## config.mk

```make
export PLATFORM = sky130hd
export DESIGN_NAME = swa_divider
export DESIGN_NICKNAME = d
export VERILOG_FILES = /design/src/sv/swa_divider.sv
export SDC_FILE = /design/constraint.sdc
export NUM_CORES = 1
export LEC_CHECK = 0
export BUFFER_PORTS_ARGS = -buffer_cell sky130_fd_sc_hd__clkbuf_2
export CORE_ASPECT_RATIO = 0.6
export CORE_UTILIZATION = 51
export CTS_CLUSTER_SIZE = 10
export DETAILED_ROUTE_END_ITERATION = 10
export PLACE_DENSITY = 0.81
export SLEW_MARGIN = 20
export SYNTH_ARGS = -nofsm -noshare
export SYNTH_HDL_FRONTEND = slang
export SYNTH_SLANG_ARGS = --single-unit
```

## constraint.sdc

```tcl
create_clock -name clk_i -period 4.7 [get_ports clk_i]
set_input_delay 0.705 -clock clk_i [delete_from_list [all_inputs] [get_ports clk_i]]
set_output_delay 0.705 -clock clk_i [all_outputs]
set_load 0.05 [all_outputs]
```

## src/sv/swa_divider.sv

```systemverilog
// ----------------------------------------------------------------------------
// swa_divider
// Signed 64 by 64 bit divider, one quotient bit a cycle, truncates to zero.
// ----------------------------------------------------------------------------
`default_nettype none

module swa_divider (
  input  wire logic               clk_i,
  input  wire logic               rst_ni,
  input  wire logic               start_i,
  input  wire logic signed [63:0] num_i,
  input  wire logic signed [63:0] den_i,
  output      logic               done_o,
  output      logic signed [63:0] quot_o
);

  logic [63:0] rem_q, rem_d, quo_q, quo_d, den_q, den_d;
  logic [6:0]  cnt_q, cnt_d;
  logic        neg_q, neg_d, busy_q, busy_d, done_q, done_d;
  logic [64:0] trial;

  always_comb begin
    rem_d  = rem_q;
    quo_d  = quo_q;
    den_d  = den_q;
    cnt_d  = cnt_q;
    neg_d  = neg_q;
    busy_d = busy_q;
    done_d = 1'b0;
    trial  = '0;
    if (start_i) begin
      quo_d  = num_i[63] ? 64'(-num_i) : num_i;
      den_d  = den_i[63] ? 64'(-den_i) : den_i;
      neg_d  = num_i[63] ^ den_i[63];
      rem_d  = '0;
      cnt_d  = 7'd64;
      busy_d = 1'b1;
    end else if (busy_q) begin
      trial = {rem_q, quo_q[63]} - {1'b0, den_q};
      if (!trial[64]) begin
        rem_d = trial[63:0];
        quo_d = {quo_q[62:0], 1'b1};
      end else begin
        rem_d = {rem_q[62:0], quo_q[63]};
        quo_d = {quo_q[62:0], 1'b0};
      end
      cnt_d = cnt_q - 7'd1;
      if (cnt_q == 7'd1) begin
        busy_d = 1'b0;
        done_d = 1'b1;
      end
    end
  end

  always_ff @(posedge clk_i or negedge rst_ni) begin
    if (!rst_ni) begin
      busy_q <= 1'b0;
      done_q <= 1'b0;
      cnt_q  <= '0;
    end else begin
      busy_q <= busy_d;
      done_q <= done_d;
      cnt_q  <= cnt_d;
    end
  end

  always_ff @(posedge clk_i) begin
    rem_q <= rem_d;
    quo_q <= quo_d;
    den_q <= den_d;
    neg_q <= neg_d;
  end

  assign done_o = done_q;
  assign quot_o = neg_q ? 64'(-quo_q) : quo_q;

endmodule

`default_nettype wire

```

==> out/metrics.cfg, run 1 <==
[routing]
routed_via_density=6.14
wirelength_um=46500
drtIter0Drc=1605
drtPass1Iterations=6
wl_per_cell_um=19.1
dr_wl_met3_um=4000
met1_length_um=22400
wl_met2_um=19300
top_layer=met4
detail-route-antenna-nets=0
vias=14983
drcViolationCount=0

[sta]
worstMarginPinSlew_ns=1.07
hold_slack_ns=0.379
finalMaxSlewViolations=0
slew_headroom_pct=28.9
fin_worst_skew_ns=0.0216
setup_slack_ns=-0.391
fin_crit_sh_pct=108
hold_violations=0
rsz0062_at_grt=yes
setup_violations=13
period_needed_ns=5.09
fmax_mhz=196

[floorplan]
die_area_mm2=0.0319
die_h_um=139
num_io_pins=196
core_area_mm2=0.0303
die_w_um=230
rows=49
start_util_pct=52.4

[global_route]
grt_first_pass_wirelength_um=72900
grt_max_degree=99
grt_usage_pct=28.0
grt_pass1_vias=13523
overflow=0
antenna_found_initial=2

[clocking]
cts_tree=built
cts_buffers=24
htree_levels=1
clk_pin_slew_ns=0.06
insertion_delay_ns=0.55
cts_sinks=202
root_buffer=clkbuf_16
ctsLongestPathBuffers=3

[critical_path]
ff2ff_path_depth=14
cpPeakStageDelay_ns=0.58
r2r-end=rem_q[56]
cp.arrival_ns=4.39
reg2reg_slack_ns=0.54
critPathKind=flop to output pin
cp_slowest_cell=or4_4
r2r_start=quo_q[63]
crit_chain=or4_4 -> nor4_4 -> nand3_2 -> or3_4 -> or4_4 -> or4_4 -> or3_4 -> or2_4 -> o31ai_4 -> xnor2_1 -> clkbuf_8
worstPathMaxFanout=4
cp_common_cell=or4_4
cp-end-kind=output pin
cp-startpoint=quo_q[11]
critPathLaunchType=flop
cp.required_ns=3.99

[placement]
place_hpwl_um=34000
globalplace.congestion=0.946
portBuffers=195

[min_path]
min_path_cells=1
hold_path_end=den_q[0]
min_from=den_i[0]
hp-class=primary input to flop

[finish]
fillCellCount=2589
seq_area_mm2=0.00538
area_delta_synth_final_pct=16.8
drive_gt1_share_pct=17.3
fin_nets=2213
multi_input_area_mm2=0.0101
finish.utilization_pct=61.2

[power]
leakage_nw=7.73
power_mw=9.87
power_density_mw_per_mm2=532
vdd_drop_max_mv=0.541

[status]
violations=setup timing
status=finished, violations left

[synthesis]
ys_top_cells_by_area=edfxtp_1 24%, xnor2_1 9.0%, dfxtp_1 8.1%, ha_1 5.4%, a21oi_1 4.4%
ys_seq_area_share_pct=33.9
synthCells=1834
synth_cell_types=76
syn-num-nets=2035
synth_most_common_cell=nor2_1
synth_edf_count=129
yosysWarnings=0
synth_common_cells=185 x nor2_1, 164 x xnor2_1, 140 x a21oi_1, 129 x edfxtp_1
synth_area_per_cell_um2=8.66
synth_top_area_share_pct=24.4
synth-async-reset-ratio_pct=4.46
netlist_area_mm2=0.0159
synth_top_cell_by_area=edfxtp_1
synth_ff_type=edfxtp_1
ys_ff_latch=202

[flow_run]
max_cap_violations=0

[per-stage QoR]
step | setup TNS, ns | cells | setup slack [ns] | area (µm²)
floorplan | 0 | 1834 | 0.310 | 15900
global placement | 0 | 2372 | 0.148 | 17300
detailed placement | 0 | 2372 | 0.0956 | 17300
CTS | -1.56 | 2428 | -0.318 | 18300
global route | -4.38 | 2440 | -0.520 | 18500
finish | -2.84 | 2440 | -0.391 | 18500
[timing repair]
item                                   4_1_cts  5_1_grt
setup endpoints to repair                   12       20
pin swaps                                    9       10
buffers inserted                            11        9
hold buffers                                 1        0
endpoints found under the hold margin        9        0
resized for setup                           37       73
[critical path: cells and delay by family, from the launching register on]
kind	cells	cell delay, ns
AO/OA/AOI/OAI	1	0.20
XOR/XNOR	1	0.15
buffers and inverters	1	0.21
flip-flops	1	0.40
AND/OR/NAND/NOR	8	2.87
[cells in the final DEF (no fill, tap or decap), drive strengths merged, types with 69 or more instances in the layout]
| cell | count |
|---|---|
| clkbuf | 218 |
| edfxtp | 129 |
| xor2 | 79 |
| nand2 | 121 |
| xnor2 | 164 |
| inv | 95 |
| a21oi | 140 |
| o21ai | 124 |
| nor2 | 185 |
| ha | 69 |
[final cells by class]
cell class                 instances  share of cell area [%]
sequential                       202                    29.0
tap                              408                    2.75
multi-input combinational       1446                    54.3
inverter                          95                    1.92
clock buffer                      42                    3.60
clock inverter                     2                   0.250
timing repair buffer             243                    8.12
antenna                            2                  0.0270
[registers in the layout, indices dropped and copies added (netlist names)]
signal / cells
den_q: 64
quo_q: 64
rem_q: 64
cnt_q: 7
busy_q: 1
done_o: 1
neg_q: 1
[per-layer routing]
metal / global-route usage [%] / vias to the layer above
met1: 44.3 / 7174
met5: 0 / -
li1: - / 7080
met4: 5.93 / 0
met3: 4.93 / 65
met2: 38.9 / 664
[cells by family after synthesis]
group | synth area share, %
fa+ha+maj | 5.56
compound gates | 20.4
buf+inv | 4.48
simple gates | 18.3
flops | 33.9
xor+xnor | 13.4
mux | 3.97
[how the worst max path moves through the flow]
stage,end,slack (ns),depth (start not counted)
3_3_place_gp,quot_o[58],0.15,11
3_5_place_dp,quot_o[58],0.1,11
4_1_cts,quot_o[58],-0.32,11
6_report,quot_o[58],-0.39,11
5_1_grt,quot_o[58],-0.52,11
2_1_floorplan,quot_o[58],0.31,10
[power by group]
group / internal, mW / switching [mW] / leakage (nW)
clock: 1.01 / 0.757 / 0.338
combinational: 2.07 / 3.26 / 5.47
sequential: 2.36 / 0.415 / 1.92
(Power assumes the default switching activity.)
==> inputs of run 2 (changes only) <==
--- a/config.mk
+++ b/config.mk
@@ -11,6 +11,7 @@
 export CTS_CLUSTER_SIZE = 10
 export DETAILED_ROUTE_END_ITERATION = 10
 export PLACE_DENSITY = 0.81
+export REMOVE_ABC_BUFFERS = 1
 export SLEW_MARGIN = 20
 export SYNTH_ARGS = -nofsm -noshare
 export SYNTH_HDL_FRONTEND = slang
==> run 2 against run 1 <==
  * Register-to-register slack better by 0.18 ns
  * Wire length is 0.90% higher
  * Core utilization decreased by 0.80 points
  * Combinational power is essentially flat
  * Setup slack improved by 0.059 ns
  * Die area stayed put
  * Global-route usage grew 0.53 points
  * The flow still finishes with violations (setup timing)
  * Critical path depth is the same
==> out/metrics.cfg, run 2 (same netlist as run 1, synthesis figures left out) <==
[floorplan]
die_area_mm2=0.0319
start_util_pct=52.4
die_w_um=230
num_io_pins=196
rows=49
core_area_mm2=0.0303
die_h_um=139

[placement]
place_hpwl_um=35800
globalplace.congestion=0.999
placed_area_mm2=0.0174
portBuffers=195
pre_cts_ws_ns=0.111

[critical_path]
worstSetupEndpoint=quot_o[58]
critPathLaunchType=flop
ff2ff_path_depth=14
r2r_start=quo_q[63]
reg2reg_slack_ns=0.72
cp.arrival_ns=4.33
worstPathMaxFanout=4
cp.required_ns=3.99
cp-startpoint=quo_q[11]
cp-end-kind=output pin
critPathKind=flop to output pin
r2r-end=rem_q[29]

[routing]
drtPass1Iterations=6
vias=15006
drcViolationCount=0
wl_per_cell_um=19.3
detail-route-antenna-nets=0
routed_via_density=6.16
drtIter0Drc=1430
wirelength_um=46900

[power]
power_density_mw_per_mm2=537
leakage_nw=7.65
vdd_drop_max_mv=0.392
power_mw=9.82

[finish]
layout_common_cells=185 x nor2_1, 179 x clkbuf_2, 162 x xnor2_1
finish.utilization_pct=60.4
drive_gt1_share_pct=16.5
reg_top3=den_q: 64 flops, quo_q: 64 flops, rem_q: 64 flops
area_delta_synth_final_pct=15.3
layout_commonest_cell=nor2_1
fin_nets=2209
final_area_mm2=0.0183

[clocking]
insertion_delay_ns=0.54
root_buffer=clkbuf_16
cts_tree=built
cts_buffers=24
htree_levels=1
ctsLongestPathBuffers=3
cts_sinks=202
clk_pin_slew_ns=0.06

[sta]
setup_slack_ns=-0.332
slew_headroom_pct=32.0
setup_tns_ns=-1.58
fin_crit_sh_pct=107
hold_violations=0
worstMarginPinSlew_ns=1.02
fin_worst_skew_ns=0.0264
period_needed_ns=5.03
rsz0062_at_grt=yes
fmax_mhz=199
finalMaxSlewViolations=0
setup_violations=9

[global_route]
grt_max_degree=109
antenna_found_initial=2
grt_first_pass_wirelength_um=73500
grt_pass1_vias=13587
grt_usage_pct=28.5
overflow=0

[status]
violations=setup timing
status=finished, violations left

[min_path]
hp-class=primary input to async pin

[flow_run]
max_cap_violations=0

## run 2: metal layers
layer / part of all wire (%) / vias up / track usage (%) / routed length, µm
li1: - / 7083 / - / -
met1: 48 / 7034 / 45.0 / 22400
met2: 40 / 808 / 38.7 / 18600
met3: 11 / 81 / 6.44 / 5010
met4: 2.1 / 0 / 6.24 / 978
met5: 0 / - / 0 / 0
## run 2: worst min path at each step
| stage | start | to | slack [ns] | cells past startpoint |
|---|---|---|---|---|
| floorplan | rst_ni | busy_q | 0.41 | 0 |
| finish | rst_ni | cnt_q[5] | 0.02 | 1 |
| global placement | rem_q[39] | rem_q[39] | 0.48 | 2 |
| detailed placement | rem_q[39] | rem_q[39] | 0.49 | 2 |
| CTS | rst_ni | cnt_q[5] | 0.004 | 1 |
| global route | rst_ni | cnt_q[5] | 0.02 | 1 |
## run 2: per-stage QoR
step           instances  hold WS [ns]
3_5_place_dp        2386         0.492
4_1_cts             2432       0.00438
6_report            2435        0.0173
3_3_place_gp        2386         0.484
2_1_floorplan       1743         0.409
5_1_grt             2435        0.0179
## run 2: layout make-up
| cell class | instances | area [µm²] |
|---|---|---|
| Fill cell | 2617 | 12000 |
| Multi-Input combinational cell | 1446 | 9900 |
| Sequential cell | 202 | 5380 |
| Timing Repair Buffer | 239 | 1440 |
| Clock buffer | 43 | 713 |
| Tap cell | 408 | 510 |
| Inverter | 95 | 357 |
| Antenna cell | 2 | 5.00 |
## run 2: what timing repair did
action	CTS	global route
setup buffers	3	1
pin swaps	2	2
gates resized for setup	23	31
endpoints found under the hold margin	0	0
hold buffers	0	0
gates cloned	0	0
endpoints found under the setup margin	12	17
## run 2: power breakdown
| group | total, mW | switching [mW] | internal [mW] |
|---|---|---|---|
| clock | 1.74 | 0.722 | 1.01 |
| combinational | 5.33 | 3.24 | 2.09 |
| sequential | 2.75 | 0.394 | 2.36 |
| total | 9.82 | 4.36 | 5.46 |
## run 2: worst max-delay path, stage by stage (launching register included)
cell      delay [ns]
edfxtp_1        0.39
or4_4           0.59
nor4_4          0.21
nand3_2         0.17
or3_4           0.37
or4_4           0.45
or4_4           0.44
or3_4           0.34
or2_4           0.28
o31ai_4         0.21
xnor2_2         0.16
buf_8           0.17
==> inputs of run 3 (changes only) <==
--- a/config.mk
+++ b/config.mk
@@ -10,7 +10,7 @@
 export CORE_UTILIZATION = 51
 export CTS_CLUSTER_SIZE = 10
 export DETAILED_ROUTE_END_ITERATION = 10
-export PLACE_DENSITY = 0.81
+export PLACE_DENSITY = 0.84
 export REMOVE_ABC_BUFFERS = 1
 export SLEW_MARGIN = 20
 export SYNTH_ARGS = -nofsm -noshare
==> constraint.sdc (replaced) <==
create_clock -name clk_i -period 4.1 [get_ports clk_i]
set_input_delay 0.82 -clock clk_i [delete_from_list [all_inputs] [get_ports clk_i]]
set_output_delay 0.82 -clock clk_i [all_outputs]
set_load 0.05 [all_outputs]
==> run 3 against run 2 <==
  * The flow still finishes with violations (setup timing)
  * Clock skew fell by 0.0063 ns
  * Power increased by 21%
  * Critical path depth did not move
  * Wire length is 9.5% higher
  * Sequential power is 13% higher
  * Sequential share of layout area decreased by 2.3 points
  * Setup slack got worse by 0.67 ns
  * Global-route usage grew 2.3 points
  * Cell area increased by 8.6%
  * Final cell count rose by 4.1%
  * Combinational power rose by 27%
  * Register-to-register slack worse by 0.53 ns
==> out/metrics.cfg, run 3 (same netlist as run 1, synthesis figures left out) <==
[flow_run]
max_cap_violations=0

[routing]
drcViolationCount=0
drtPass1Iterations=6
routed_via_density=6.16
detail-route-antenna-nets=0
wl_per_cell_um=20.3
drtIter0Drc=1863
vias=15611
wirelength_um=51400

[global_route]
grt_pass1_vias=14368
grt_usage_pct=30.8
antenna_found_initial=1
grt_first_pass_wirelength_um=78700
overflow=0
grt_max_degree=127

[sta]
setup_tns_ns=-24.17
fin_crit_sh_pct=124
slew_headroom_pct=34.7
hold_slack_ns=0.130
finalMaxSlewViolations=0
rsz0062_at_grt=yes
fmax_mhz=196
setup_violations=39
hold_violations=0
worstMarginPinSlew_ns=0.979
period_needed_ns=5.10
fin_worst_skew_ns=0.0201
setup_slack_ns=-0.999

[clocking]
insertion_delay_ns=0.54
cts_sinks=202
htree_levels=1
cts_hold_buffers=0
ctsLongestPathBuffers=3
cts_buffers=24
clk_pin_slew_ns=0.06
root_buffer=clkbuf_16
cts_tree=built

[finish]
layout_common_cells=184 x nor2_1, 153 x clkbuf_2, 143 x xnor2_1
reg_top3=den_q: 64 flops, quo_q: 64 flops, rem_q: 64 flops
fin_nets=2308
drive_gt1_share_pct=23.0
final_area_mm2=0.0199
fillCellCount=2419
fin_cells=2534
layout_commonest_cell=nor2_1
finish.utilization_pct=65.6
area_delta_synth_final_pct=25.2
multi_input_area_mm2=0.0103
seq_area_mm2=0.00538

[status]
status=finished, violations left
violations=setup timing

[power]
vdd_drop_max_mv=0.365
seq_power_share_pct=26.2
leakage_nw=8.45
p_switching_mw=5.31
p_int_mw=6.60
p_sw_share_pct=44.6
power_mw=11.9
pwr-share-comb_pct=57.0
power_density_mw_per_mm2=599
power.share.clock_pct=16.9

[placement]
pre_cts_ws_ns=-0.496
globalplace.congestion=1.01
portBuffers=195
placed_area_mm2=0.0181
dp.cells=2464
place_hpwl_um=37900

[critical_path]
reg2reg_slack_ns=0.19
cp-end-kind=output pin
critPathLaunchType=flop
cp.arrival_ns=4.28
r2r-end=rem_q[53]
r2r_start=den_q[1]
worstPathMaxFanout=3
critPathKind=flop to output pin
ff2ff_path_depth=14
cp.required_ns=3.28

[floorplan]
num_io_pins=196
die_area_mm2=0.0319
die_h_um=139
start_util_pct=52.4
die_w_um=230
rows=49
core_area_mm2=0.0303

[min_path]
hp-class=primary input to async pin

## run 3: per-layer routing
metal	global-route usage, %	vias up	part of all wire, %
li1	-	7270	-
met1	47.4	7377	46
met2	41.7	854	40
met3	8.84	110	12
met4	7.08	0	2.5
met5	0	-	0
## run 3: how the worst max path moves through the flow
stage	startpoint	endpoint	slack (ns)
2_1_floorplan	quo_q[63]	rem_q[0]	-5.57
5_1_grt	quo_q[8]	quot_o[59]	-1.09
4_1_cts	quo_q[8]	quot_o[58]	-0.99
3_5_place_dp	quo_q[11]	quot_o[59]	-0.50
6_report	quo_q[8]	quot_o[58]	-1.0
3_3_place_gp	quo_q[11]	quot_o[59]	-0.40
## run 3: cell type report
type	count	share of cell area [%]
multi-input cells	1446	52.0
flip-flops and latches	202	27.1
repair buffers	338	13.0
clock buffers	43	3.54
well taps	408	2.57
inverters	95	1.79
clock inverters	1	0.0252
diodes	1	0.0126
## run 3: timing repair
action | 4_1_cts | 5_1_grt
pin swaps | 25 | 25
endpoints found under the setup margin | 37 | 48
buffers inserted | 12 | 12
cloned | 0 | 1
resized for setup | 144 | 52
## run 3: power by group through the flow
| stage | registers, mW | logic [mW] | clock network, mW |
|---|---|---|---|
| floorplan | 3.03 | 3.98 | 0 |
| global placement | 3.09 | 6.07 | 0 |
| detailed placement | 3.12 | 6.23 | 0 |
| CTS | 3.09 | 6.48 | 2.02 |
| global route | 3.17 | 7.24 | 2.11 |
| finish | 3.12 | 6.78 | 2.01 |
## run 3: critical path: stages (launching register included)
cell and delay, ns:
edfxtp_1 0.38, or4_4 0.57, nor4_4 0.17, nand3_2 0.18, or3_4 0.39, or4_4 0.43, or4_4 0.44, or3_4 0.35
or2_4 0.28, o31ai_4 0.21, xnor2_2 0.16, buf_12 0.16
