--- src/sv/swa_pkg.sv ---
// ----------------------------------------------------------------------------
// swa_pkg
// Shared types and constants for the sliding window averager.
// ----------------------------------------------------------------------------
`default_nettype none

package swa_pkg;

  localparam int unsigned RingDepth = 64;
  localparam int unsigned SlotW     = $clog2(RingDepth);
  localparam int unsigned FillW     = $clog2(RingDepth + 1);
  localparam int unsigned QOne      = 65536;
  localparam int unsigned CfgIdxW   = 2;

  localparam logic [CfgIdxW-1:0] CfgTimeMode   = 2'd0;
  localparam logic [CfgIdxW-1:0] CfgDecayMode  = 2'd1;
  localparam logic [CfgIdxW-1:0] CfgWindowSpan = 2'd2;
  localparam logic [CfgIdxW-1:0] CfgDecayRatio = 2'd3;

  typedef enum logic [3:0] {
    ST_IDLE,
    ST_EVICT_RD,
    ST_EVICT_CHK,
    ST_WRITE,
    ST_ACC_RD,
    ST_ACC_WAIT,
    ST_WEIGHT,
    ST_ACC_ADD,
    ST_DIV,
    ST_OUT
  } state_e;

  typedef struct packed {
    logic        time_mode;
    logic        weighted;
    logic [31:0] window_span;
    logic [16:0] decay_ratio;
  } cfg_t;

  typedef struct packed {
    logic [31:0] result_time;
    logic [31:0] window_average;
    logic [6:0]  samples_used;
    logic        overflow_drop;
  } result_t;

endpackage

`default_nettype wire

--- src/sv/swa_weight.sv ---
// ----------------------------------------------------------------------------
// swa_weight
// Weight ratio^age by square and multiply, one age bit a cycle.
// ----------------------------------------------------------------------------
`default_nettype none

module swa_weight (
  input  wire logic        clk_i,
  input  wire logic        rst_ni,
  input  wire logic        start_i,
  input  wire logic [31:0] age_i,
  input  wire logic [16:0] ratio_i,
  output      logic        done_o,
  output      logic [16:0] weight_o
);

  logic [31:0] age_q, age_d;
  logic [16:0] w_q, w_d, b_q, b_d;
  logic        busy_q, busy_d, done_q, done_d;
  logic [33:0] wp, bp;

  always_comb begin
    age_d  = age_q;
    w_d    = w_q;
    b_d    = b_q;
    busy_d = busy_q;
    done_d = 1'b0;
    wp     = w_q * b_q;
    bp     = b_q * b_q;
    if (start_i) begin
      age_d  = age_i;
      w_d    = 17'(swa_pkg::QOne);
      b_d    = ratio_i;
      busy_d = 1'b1;
    end else if (busy_q) begin
      if (age_q == '0) begin
        busy_d = 1'b0;
        done_d = 1'b1;
      end else begin
        if (age_q[0]) begin
          w_d = wp[32:16];
        end
        b_d   = bp[32:16];
        age_d = age_q >> 1;
      end
    end
  end

  always_ff @(posedge clk_i or negedge rst_ni) begin
    if (!rst_ni) begin
      busy_q <= 1'b0;
      done_q <= 1'b0;
    end else begin
      busy_q <= busy_d;
      done_q <= done_d;
    end
  end

  always_ff @(posedge clk_i) begin
    age_q <= age_d;
    w_q   <= w_d;
    b_q   <= b_d;
  end

  assign done_o   = done_q;
  assign weight_o = w_q;

endmodule

`default_nettype wire

--- config.mk ---
export PLATFORM = sky130hd
export DESIGN_NAME = swa_weight
export DESIGN_NICKNAME = d
export VERILOG_FILES = /design/src/sv/swa_pkg.sv /design/src/sv/swa_weight.sv
export SDC_FILE = /design/constraint.sdc
export NUM_CORES = 1
export LEC_CHECK = 0
export BUFFER_PORTS_ARGS = -buffer_cell sky130_fd_sc_hd__buf_4
export CAP_MARGIN = 40
export CORE_AREA = 2 2 185 187
export CTS_BUF_LIST = sky130_fd_sc_hd__clkbuf_2 sky130_fd_sc_hd__clkbuf_4 sky130_fd_sc_hd__clkbuf_8
export DETAILED_ROUTE_END_ITERATION = 10
export DIE_AREA = 0 0 187 189
export PLACE_DENSITY = 0.77
export SLEW_MARGIN = 20
export SYNTH_ARGS = -nofsm -noshare
export SYNTH_HDL_FRONTEND = slang
export SYNTH_SLANG_ARGS = --single-unit
export TNS_END_PERCENT = 10
--- constraint.sdc ---
create_clock -name clk_i -period 16.3 [get_ports clk_i]
set_input_delay 1.63 -clock clk_i [delete_from_list [all_inputs] [get_ports clk_i]]
set_output_delay 1.63 -clock clk_i [all_outputs]
set_load 0.01 [all_outputs]
==> results of run 1 <==
-- worst max-delay path: cells and delay by family, from the launching register on --
| family | cells | cell delay [ns] |
|---|---|---|
| AND/OR/NAND/NOR | 6 | 1.43 |
| adder cells (fa/ha/maj) | 7 | 3.19 |
| AO/OA/AOI/OAI | 3 | 0.57 |
| buffers and inverters | 6 | 0.72 |
| flip-flops | 1 | 0.77 |
-- cell families (layout without fill, tap and decap cells) --
| kind of cell | Yosys count | in the layout | synth area share, % |
|---|---|---|---|
| AOI/OAI and AO/OA | 159 | 159 | 5.46 |
| buffers and inverters | 662 | 685 | 12.6 |
| muxes | 35 | 35 | 1.98 |
| xor gates and xnor gates | 35 | 35 | 1.55 |
| adders and majority gates | 615 | 615 | 54.4 |
| DFF | 68 | 68 | 9.40 |
| other | 0 | 1 | 0 |
| and+or+nand+nor | 595 | 595 | 14.7 |
-- through the flow --
step | cell area (um^2) | std cells
floorplan | 19800 | 2169
global placement | 20700 | 2617
detailed placement | 20800 | 2622
CTS | 21000 | 2637
global route | 21000 | 2640
finish | 21000 | 2641
-- cell type report --
type / instances / area, um^2 / area share, %
multi-input cells: 1439 / 15400 / 73.6
inverters: 567 / 2130 / 10.1
flip-flops and latches: 68 / 1860 / 8.87
repair buffers: 103 / 831 / 3.96
well taps: 448 / 561 / 2.67
clock buffers: 9 / 124 / 0.590
clock inverters: 6 / 42.5 / 0.203
diodes: 1 / 2.50 / 0.0119
-- metal layers --
metal | part of all wire, % | routed length [um] | vias up
met5 | 0 | 0 | -
met4 | 3.4 | 1510 | 0
met3 | 4.4 | 1950 | 112
met2 | 53 | 23500 | 466
met1 | 39 | 17400 | 7369
li1 | - | - | 6544
-- flip-flops by register name (all words and copies together), names as in the netlist --
register	cells
busy_q	1
done_o	1
b_q	17
age_q	32
weight_o	17
-- cells in the mapped netlist, types with 8 or more instances --
cell type / count
inv_1: 566
fa_1: 409
nand2_1: 305
ha_1: 206
and2_1: 172
clkbuf_1: 89
edfxtp_1: 49
a21oi_1: 45
mux2_2: 33
xnor2_1: 25
nand3_1: 24
o21ai_0: 24
a21o_1: 23
nor2_1: 23
dfxtp_1: 17
o31ai_1: 11
and3_1: 10
xor2_1: 10
nand4_1: 9
nor3_1: 9
nor4_1: 9
a211oi_1: 8
-- worst max-delay path by stage --
stage / to / slack, ns / cells past startpoint
4_1_cts: b_q[14] / 9.53 / 22
5_1_grt: b_q[14] / 9.05 / 22
3_5_place_dp: b_q[14] / 9.57 / 22
6_report: b_q[14] / 9.49 / 22
2_1_floorplan: b_q[14] / 10.27 / 21
3_3_place_gp: b_q[14] / 9.80 / 22
-- cells in the final DEF (no fill, tap or decap), drive strengths merged, types with 9 or more instances in the layout --
cell type / count
xnor2: 25
buf: 103
nor4: 9
nand3: 25
o21ai: 28
clkbuf: 9
nor2: 23
dfxtp: 17
inv: 566
and3: 11
a21oi: 47
xor2: 10
o31ai: 11
nand2: 305
a21o: 23
nand4: 10
ha: 206
edfxtp: 49
fa: 409
a211oi: 9
mux2: 33
and2: 172
nor3: 9
==> run_results.csv, run 1 <==
group,metric,value,unit
detailed_routing,drt-initial-drc-count,767,
die,core-area,33300,um^2
worst_setup_path,crit_required,16.60,ns
flow_run,max_cap_violations,0,
clock_tree,cts-root-buf,"clkbuf_8",
worst_setup_path,crit_type,"reg2reg",
clock_tree,postCtsResizedCells,0,
worst_setup_path,r2r_cells,22,
detailed_routing,ant_nets,0,
worst_setup_path,timing.rr.start,"b_q[2]",
die,rows,67,
worst_setup_path,cpMaxStageDelayCell,"edfxtp_1",
clock_tree,clk_latency,0.42,ns
synthesis,yosys.area.top_type,"fa_1",
synthesis,synthTopCellsByArea,"fa_1 41%, ha_1 13%, inv_1 11%, edfxtp_1 7.4%, nand2_1 5.8%",
global_route,overflow,0,
cells_and_area,drive_above_1_share,7.71,%
global_route,grtUsageMet3,2.71,%
sta,maxSlewViolCount,0,
detailed_routing,wl,44.4,mm
sta,skew,0.0328,ns
sta,relSlewSlack,43.0,%
die,die_width,187,um
synthesis,synth-edff-count,49,
global_route,grt_first_pass_wirelength,76.9,mm
sta,setup_viol,0,
cells_and_area,nNetsFinal,2855,
worst_setup_path,crit_chain,"buf_4, inv_1, nor2_1, fa_1, inv_1, fa_1, fa_1, inv_1, fa_1, fa_1, inv_1, fa_1, inv_1, ha_1, and3_1, and3_1, o211ai_1, nand2_1, a21oi_2, a311oi_2, or4_1, nand3_1",
worst_setup_path,critPathLaunchType,"flip-flop",
sta,timing.fmax,147,MHz
synthesis,syn_nets,2836,
synthesis,ys_seq_area_share,9.40,%
clock_tree,cts_sinks,68,
global_route,track_usage,27.2,%
synthesis,synth_seq_cells,68,
sta,fin_crit_sh,41.8,%
place,place_congestion,0.890,
die,die_h,189,um
detailed_routing,avgRoutedWirePerCell,16.8,um
sta,timing.final.ws_setup,9.49,ns
global_route,grt_max_degree,51,
synthesis,syn-cell-area,19800,um^2
worst_setup_path,end_kind,"flip-flop",
sta,fin_setup_tns,0,ns
synthesis,synth_flop_cell,"edfxtp_1",
synthesis,avgSynthCellArea,9.13,um^2
worst_setup_path,cp_common_cell,"fa_1",
worst_hold_path,hp-start,"busy_q",
cells_and_area,area_growth,6.07,%
synthesis,synthDominantCellAreaShare,41.4,%
detailed_routing,drc_errors,0,
detailed_routing,vias,14491,
die,start_util,59.5,%
clock_tree,clockBufferDepth,2,
cells_and_area,n_fill_cell,2761,
worst_setup_path,rrSetupSlack,9.49,ns
clock_tree,hold_buffers,0,
synthesis,synthArstFlopShare,2.94,%
worst_setup_path,critPathArrivalTime,7.10,ns
cells_and_area,utilization,63.1,%
worst_hold_path,worst_hold_path.num_cells,1,
global_route,grtUsageMet2,49.2,%
sta,rsz0062_at_grt,"no",
sta,fin_hold_ws,0.529,ns
clock_tree,cts.clk_slew.worst_paths,0.11,ns
clock_tree,htreeDepth,3,
global_route,top_usage_layer,"met2",
synthesis,synthCells,2169,
place,dp_hpwl,34.5,mm
clock_tree,post_cts_buffers,0,
worst_setup_path,crit_path_start,"b_q[2]",
clock_tree,cts_tree,"yes",
place,pre_cts_ws,9.57,ns
worst_setup_path,cp_max_fo,18,
die,ioPinCount,70,
synthesis,yosysUniqueCellTypes,65,
place,port_buffers,69,
global_route,grt_pass1_vias,16097,
sta,finalHoldViolations,0,
sta,final.min_clock_period,6.81,ns
die,die_area,35300,um^2
worst_setup_path,slowest_delay,0.77,ns
global_route,antenna_found_initial,0,
worst_hold_path,min_to,"done_o",
worst_hold_path,hold_class,"reg2reg",
sta,tightest_slew,0.854,ns
detailed_routing,viasPerCell,5.49,
detailed_routing,drtPass1Iterations,5,
run_status,status,"complete, no violations",
worst_setup_path,timing.rr.end,"b_q[14]",
clock_tree,cts_made_buffers,9,
global_route,met1_usage,33.4,%
synthesis,yosysWarnings,0,
Power of run 1 is left out: the tool's default activity adds up to more than one toggle a clock period on the data nets, which glitch-free logic cannot reach.
==> inputs of run 2 (changes only) <==
- ABC_AREA: unset -> 1
- CORE_AREA: 2 2 185 187 -> 2 2 192 194
- DIE_AREA: 0 0 187 189 -> 0 0 194 196
- PLACE_DENSITY: 0.77 -> 0.79
- clock period: 16.3 -> 6.05 ns (I/O delays scaled with it)
==> run_results.csv, run 2 <==
group,metric,value,unit
synthesis,synthCells,2824,
global_route,antenna_found_initial,0,
synthesis,synth_flop_cell,"edfxtp_1",
die,start_util,58.8,%
run_status,status,"complete, no violations",
synthesis,syn-cell-area,21200,um^2
die,die_area,38000,um^2
detailed_routing,drc_errors,0,
worst_hold_path,worst_hold_path.num_cells,3,
global_route,track_usage,30.7,%
worst_setup_path,crit_required,6.21,ns
clock_tree,htreeDepth,3,
cells_and_area,regMostFlops,"age_q",
sta,rsz0062_at_grt,"yes",
synthesis,synthDominantCellAreaShare,38.6,%
cells_and_area,drive_above_1_share,6.64,%
die,rows,70,
worst_setup_path,r2r_cells,24,
global_route,grt_pass1_vias,19052,
die,ioPinCount,70,
synthesis,ys_seq_area_share,8.77,%
flow_run,max_cap_violations,0,
clock_tree,cts-root-buf,"clkbuf_8",
synthesis,synth_seq_cells,68,
place,port_buffers,69,
worst_setup_path,timing.rr.start,"b_q[9]",
synthesis,ys_top_cells_by_count,"853 x inv_1, 757 x nand2_1, 409 x fa_1, 206 x ha_1, 120 x nor2_1",
detailed_routing,avgRoutedWirePerCell,16.6,um
worst_setup_path,timing.rr.end,"b_q[12]",
clock_tree,clockBufferDepth,2,
worst_setup_path,slowest_delay,0.54,ns
place,place_inst,3306,
clock_tree,clk_latency,0.42,ns
die,die_width,194,um
synthesis,yosys.area.top_type,"fa_1",
synthesis,synth_xor_area_share,0.825,%
worst_setup_path,critPathArrivalTime,6.01,ns
sta,relSlewSlack,46.0,%
sta,setup_viol,0,
clock_tree,cts_made_buffers,9,
sta,skew,0.0184,ns
cells_and_area,n_fill_cell,3079,
worst_hold_path,hold_class,"in2reg",
detailed_routing,viasPerCell,5.29,
global_route,grt_max_degree,73,
cells_and_area,instances_no_fill,3346,
clock_tree,cts_sinks,68,
detailed_routing,ant_nets,0,
global_route,overflow,0,
die,die_h,196,um
cells_and_area,nNetsFinal,3540,
worst_setup_path,cpLargestDelayFamily,"adder cells",
place,place_congestion,0.962,
worst_setup_path,worst-path-buf-inv,7,
cells_and_area,utilization,63.7,%
sta,tightest_slew,0.809,ns
worst_setup_path,end_kind,"flip-flop",
synthesis,synthTopCellsByArea,"fa_1 39%, inv_1 15%, nand2_1 13%, ha_1 12%, edfxtp_1 6.9%",
place,dp_hpwl,45.2,mm
sta,finalHoldViolations,0,
sta,maxSlewViolCount,0,
detailed_routing,drt-initial-drc-count,1101,
cells_and_area,antenna_cells,0,
synthesis,synth_mux_area_share,0,%
die,core-area,36100,um^2
synthesis,synthArstFlopShare,2.94,%
sta,fin_crit_sh,96.7,%
worst_hold_path,min_to,"b_q[8]",
cells_and_area,area_growth,8.28,%
sta,final.min_clock_period,5.85,ns
synthesis,syn_nets,3491,
worst_setup_path,cp_max_fo,5,
worst_setup_path,crit_path_start,"b_q[9]",
cells_and_area,layout_common_cells,"853 x inv_1, 755 x nand2_1, 409 x fa_1",
worst_setup_path,critPathLaunchType,"flip-flop",
synthesis,yosysWarnings,0,
worst_setup_path,cpMaxStageDelayCell,"edfxtp_1",
global_route,grt_first_pass_wirelength,92.8,mm
clock_tree,cts.clk_slew.worst_paths,0.09,ns
cells_and_area,final_common_cell,"inv_1",
detailed_routing,drtPass1Iterations,5,
detailed_routing,wl,55.6,mm
synthesis,synth-edff-count,49,
sta,timing.fmax,171,MHz
synthesis,synth_compound_area_share,3.84,%
synthesis,avgSynthCellArea,7.51,um^2
synthesis,synth_adder_area_share,50.7,%
synthesis,post_synth_and_or_nand_nor_area_fraction,18.6,%
synthesis,yosysUniqueCellTypes,33,
worst_hold_path,hp-start,"ratio_i[8]",
detailed_routing,vias,17711,
worst_setup_path,crit_type,"reg2reg",
worst_setup_path,crit_chain,"buf_4, nand2_1, inv_1, fa_1, inv_1, fa_1, fa_1, inv_1, fa_1, fa_1, inv_1, fa_1, inv_1, ha_1, a21oi_1, o21bai_1, nand2_1, nand2_1, inv_1, nor2_1, nor2_1, nand3_1, nand3_1, nand2_1",
clock_tree,cts_tree,"yes",
worst_setup_path,rrSetupSlack,0.20,ns
synthesis,synth_top_family_by_area,"adder cells",
cells_and_area,largest_register_ffs,32,
synthesis,yosys.cell_count.top_type,"inv_1",
==> run 2: cell types whose count changed after synthesis, moves of 33 or more <==
cell	change
and2_1	-172
inv_1	+287
mux2_2	-33
nand2_1	+452
nand3_1	+63
nor2_1	+97
==> run 2: worst max path at each step <==
stage	end	slack, ns	cells past startpoint
after floorplan	b_q[9]	0.46	24
after global placement	weight_o[8]	0.04	25
after CTS	weight_o[8]	0.006	25
final	b_q[12]	0.20	24
after detailed placement	weight_o[8]	0.03	25
after global routing	b_q[12]	-0.08	25
==> run 2: kinds of logic after synthesis <==
logic type | Yosys count
buffers and inverters | 972
DFF | 68
and+or+nand+nor | 1002
AOI/OAI and AO/OA | 147
adders and majority gates | 615
xor gates and xnor gates | 20
==> run 2: what timing repair did <==
action,4_1_cts,5_1_grt
setup buffers,0,22
hold buffers,1,0
endpoints found under the hold margin,2,0
endpoints found under the setup margin,0,32
resized for setup,0,26
==> run 2: metal layers <==
layer	GRT usage (%)	share of wire (%)	wire (um)
met2	53.2	49	27300
met4	10.5	3.6	1990
met1	39.0	40	22000
met3	5.11	7.7	4270
met5	0	0	0
==> run 2: per-stage QoR <==
| stage | setup WS (ns) | hold WS (ns) | cell area (um^2) | setup TNS (ns) |
|---|---|---|---|---|
| after CTS | 0.00562 | 0.423 | 22700 | 0 |
| after global placement | 0.0429 | 0.391 | 22500 | 0 |
| after floorplan | 0.457 | 0.309 | 21200 | 0 |
| after detailed placement | 0.0295 | 0.392 | 22500 | 0 |
| final | 0.200 | 0.445 | 23000 | 0 |
| after global routing | -0.0757 | 0.438 | 23000 | -0.418 |
==> run 2: final cells by class <==
cell class | count | area, um^2 | share of cell area (%)
Clock buffer | 9 | 124 | 0.539
Clock inverter | 7 | 51.3 | 0.223
Inverter | 854 | 3210 | 13.9
Multi-Input combinational cell | 1784 | 15700 | 68.5
Sequential cell | 68 | 1870 | 8.14
Tap cell | 468 | 586 | 2.55
Timing Repair Buffer | 156 | 1400 | 6.08
==> run 2: worst register-to-register path: cells and delay by family, from the launching register on <==
| family | cells | cell delay (ns) |
|---|---|---|
| simple gates | 8 | 0.71 |
| buf+inv | 7 | 0.63 |
| compound gates | 2 | 0.41 |
| fa+ha+maj | 7 | 3.33 |
| flops | 1 | 0.54 |
Power of run 2 is left out for the same reason.
==> inputs of run 3 (changes only) <==
- RECOVER_POWER: unset -> 25
==> run_results.csv, run 3 (synthesis results as in run 2) <==
group,metric,value,unit
worst_setup_path,critPathArrivalTime,6.03,ns
place,pre_cts_ws,0.0295,ns
detailed_routing,ant_nets,0,
die,die_h,196,um
worst_setup_path,timing.rr.start,"b_q[10]",
detailed_routing,avgRoutedWirePerCell,16.6,um
place,dp_hpwl,45.2,mm
worst_setup_path,r2r_cells,21,
worst_hold_path,min_to,"age_q[7]",
sta,timing.fmax,171,MHz
sta,maxSlewViolCount,0,
clock_tree,htreeDepth,3,
global_route,antenna_found_initial,0,
clock_tree,cts.clk_slew.worst_paths,0.09,ns
clock_tree,cts_tree,"yes",
global_route,grt_pass1_vias,19052,
global_route,overflow,0,
worst_hold_path,hold_class,"in2reg",
sta,fin_crit_sh,96.7,%
sta,tightest_slew,0.798,ns
clock_tree,clk_latency,0.43,ns
detailed_routing,drc_errors,0,
sta,timing.final.ws_setup,0.199,ns
worst_setup_path,end_kind,"flip-flop",
detailed_routing,viasPerCell,5.31,
sta,final.min_clock_period,5.85,ns
worst_setup_path,crit_type,"reg2reg",
global_route,track_usage,30.7,%
worst_setup_path,rrSetupSlack,0.20,ns
detailed_routing,drt-initial-drc-count,1040,
sta,skew,0.0176,ns
die,die_area,38000,um^2
worst_hold_path,hp-start,"age_i[7]",
global_route,grt_first_pass_wirelength,92.8,mm
die,start_util,58.8,%
global_route,grt_max_degree,73,
place,place_congestion,0.962,
worst_setup_path,timing.rr.end,"b_q[9]",
cells_and_area,drive_above_1_share,6.57,%
die,core-area,36100,um^2
cells_and_area,area_growth,8.26,%
die,rows,70,
sta,rsz0062_at_grt,"yes",
sta,finalHoldViolations,0,
place,port_buffers,69,
clock_tree,clockBufferDepth,2,
worst_hold_path,worst_hold_path.num_cells,3,
detailed_routing,vias,17780,
detailed_routing,wl,55.5,mm
cells_and_area,layout_common_cells,"853 x inv_1, 755 x nand2_1, 409 x fa_1",
cells_and_area,final_common_cell,"inv_1",
detailed_routing,drtPass1Iterations,5,
sta,setup_viol,0,
worst_setup_path,cp_max_fo,26,
clock_tree,cts-root-buf,"clkbuf_8",
cells_and_area,largest_register_ffs,32,
cells_and_area,nNetsFinal,3540,
clock_tree,cts_sinks,68,
worst_setup_path,crit_required,6.23,ns
die,ioPinCount,70,
clock_tree,cts_made_buffers,9,
die,die_width,194,um
cells_and_area,regMostFlops,"age_q",
flow_run,max_cap_violations,0,
run_status,status,"complete, no violations",
sta,relSlewSlack,46.7,%
worst_setup_path,critPathLaunchType,"flip-flop",
==> run 3: cell types whose count changed in the layout (fill, tap and decap cells not counted) <==
cell	change
buf_4	-2
diode_2	+1
clkbuf_1	+2
==> run 3: worst max path at each step <==
stage | startpoint | end | slack, ns | depth (start not counted)
after global routing | b_q[9] | b_q[12] | -0.08 | 25
after floorplan | b_q[7] | b_q[9] | 0.46 | 24
final | b_q[10] | b_q[9] | 0.20 | 21
after detailed placement | b_q[3] | weight_o[8] | 0.03 | 25
after global placement | b_q[3] | weight_o[8] | 0.04 | 25
after CTS | b_q[3] | weight_o[8] | 0.006 | 25
==> run 3: through the flow <==
step                util, %  setup TNS [ns]  hold slack [ns]  std cells  area, um^2
floorplan                 -               0            0.309       2824       21200
global placement       62.4               0            0.391       3305       22500
detailed placement     62.4               0            0.392       3306       22500
CTS                    62.9               0            0.423       3323       22700
global route           63.7          -0.418            0.438       3346       23000
finish                 63.7               0            0.443       3347       23000
==> run 3: area by class of cell <==
| cell class | count | area (um^2) |
|---|---|---|
| Antenna cell | 1 | 2.50 |
| Clock buffer | 9 | 124 |
| Clock inverter | 7 | 51.3 |
| Fill cell | 3082 | 13100 |
| Inverter | 854 | 3210 |
| Multi-Input combinational cell | 1784 | 15700 |
| Sequential cell | 68 | 1870 |
| Tap cell | 468 | 586 |
| Timing Repair Buffer | 156 | 1390 |
==> run 3: critical path, stage by stage, from the launching register on <==
cell      delay, ns
edfxtp_1       0.58
buf_12         0.26
nand2_1        0.07
inv_1          0.06
fa_1           0.59
inv_1          0.07
fa_1           0.47
inv_1          0.05
fa_1           0.48
inv_1          0.05
fa_1           0.47
inv_1          0.05
fa_1           0.48
ha_1           0.30
ha_1           0.37
a21oi_1        0.30
a21boi_1       0.29
o21a_1         0.16
nand3_1        0.11
or2_2          0.29
nand3_1        0.06
nand2_1        0.05
==> run 3: routing by layer <==
metal / up-vias / global-route usage, % / share of wire, % / routed length [um]
met2: 712 / 53.2 / 49 / 27400
li1: 8190 / - / - / -
met4: 0 / 10.5 / 3.5 / 1950
met1: 8738 / 39.0 / 39 / 21700
met3: 140 / 5.11 / 8.1 / 4500
met5: - / 0 / 0 / 0
==> run 3: what timing repair did <==
item,in CTS,in global routing
setup buffers,0,22
resized for setup,0,26
endpoints found under the hold margin,2,0
hold buffers,1,0
setup endpoints to repair,0,32
Power of run 3 is left out for the same reason.
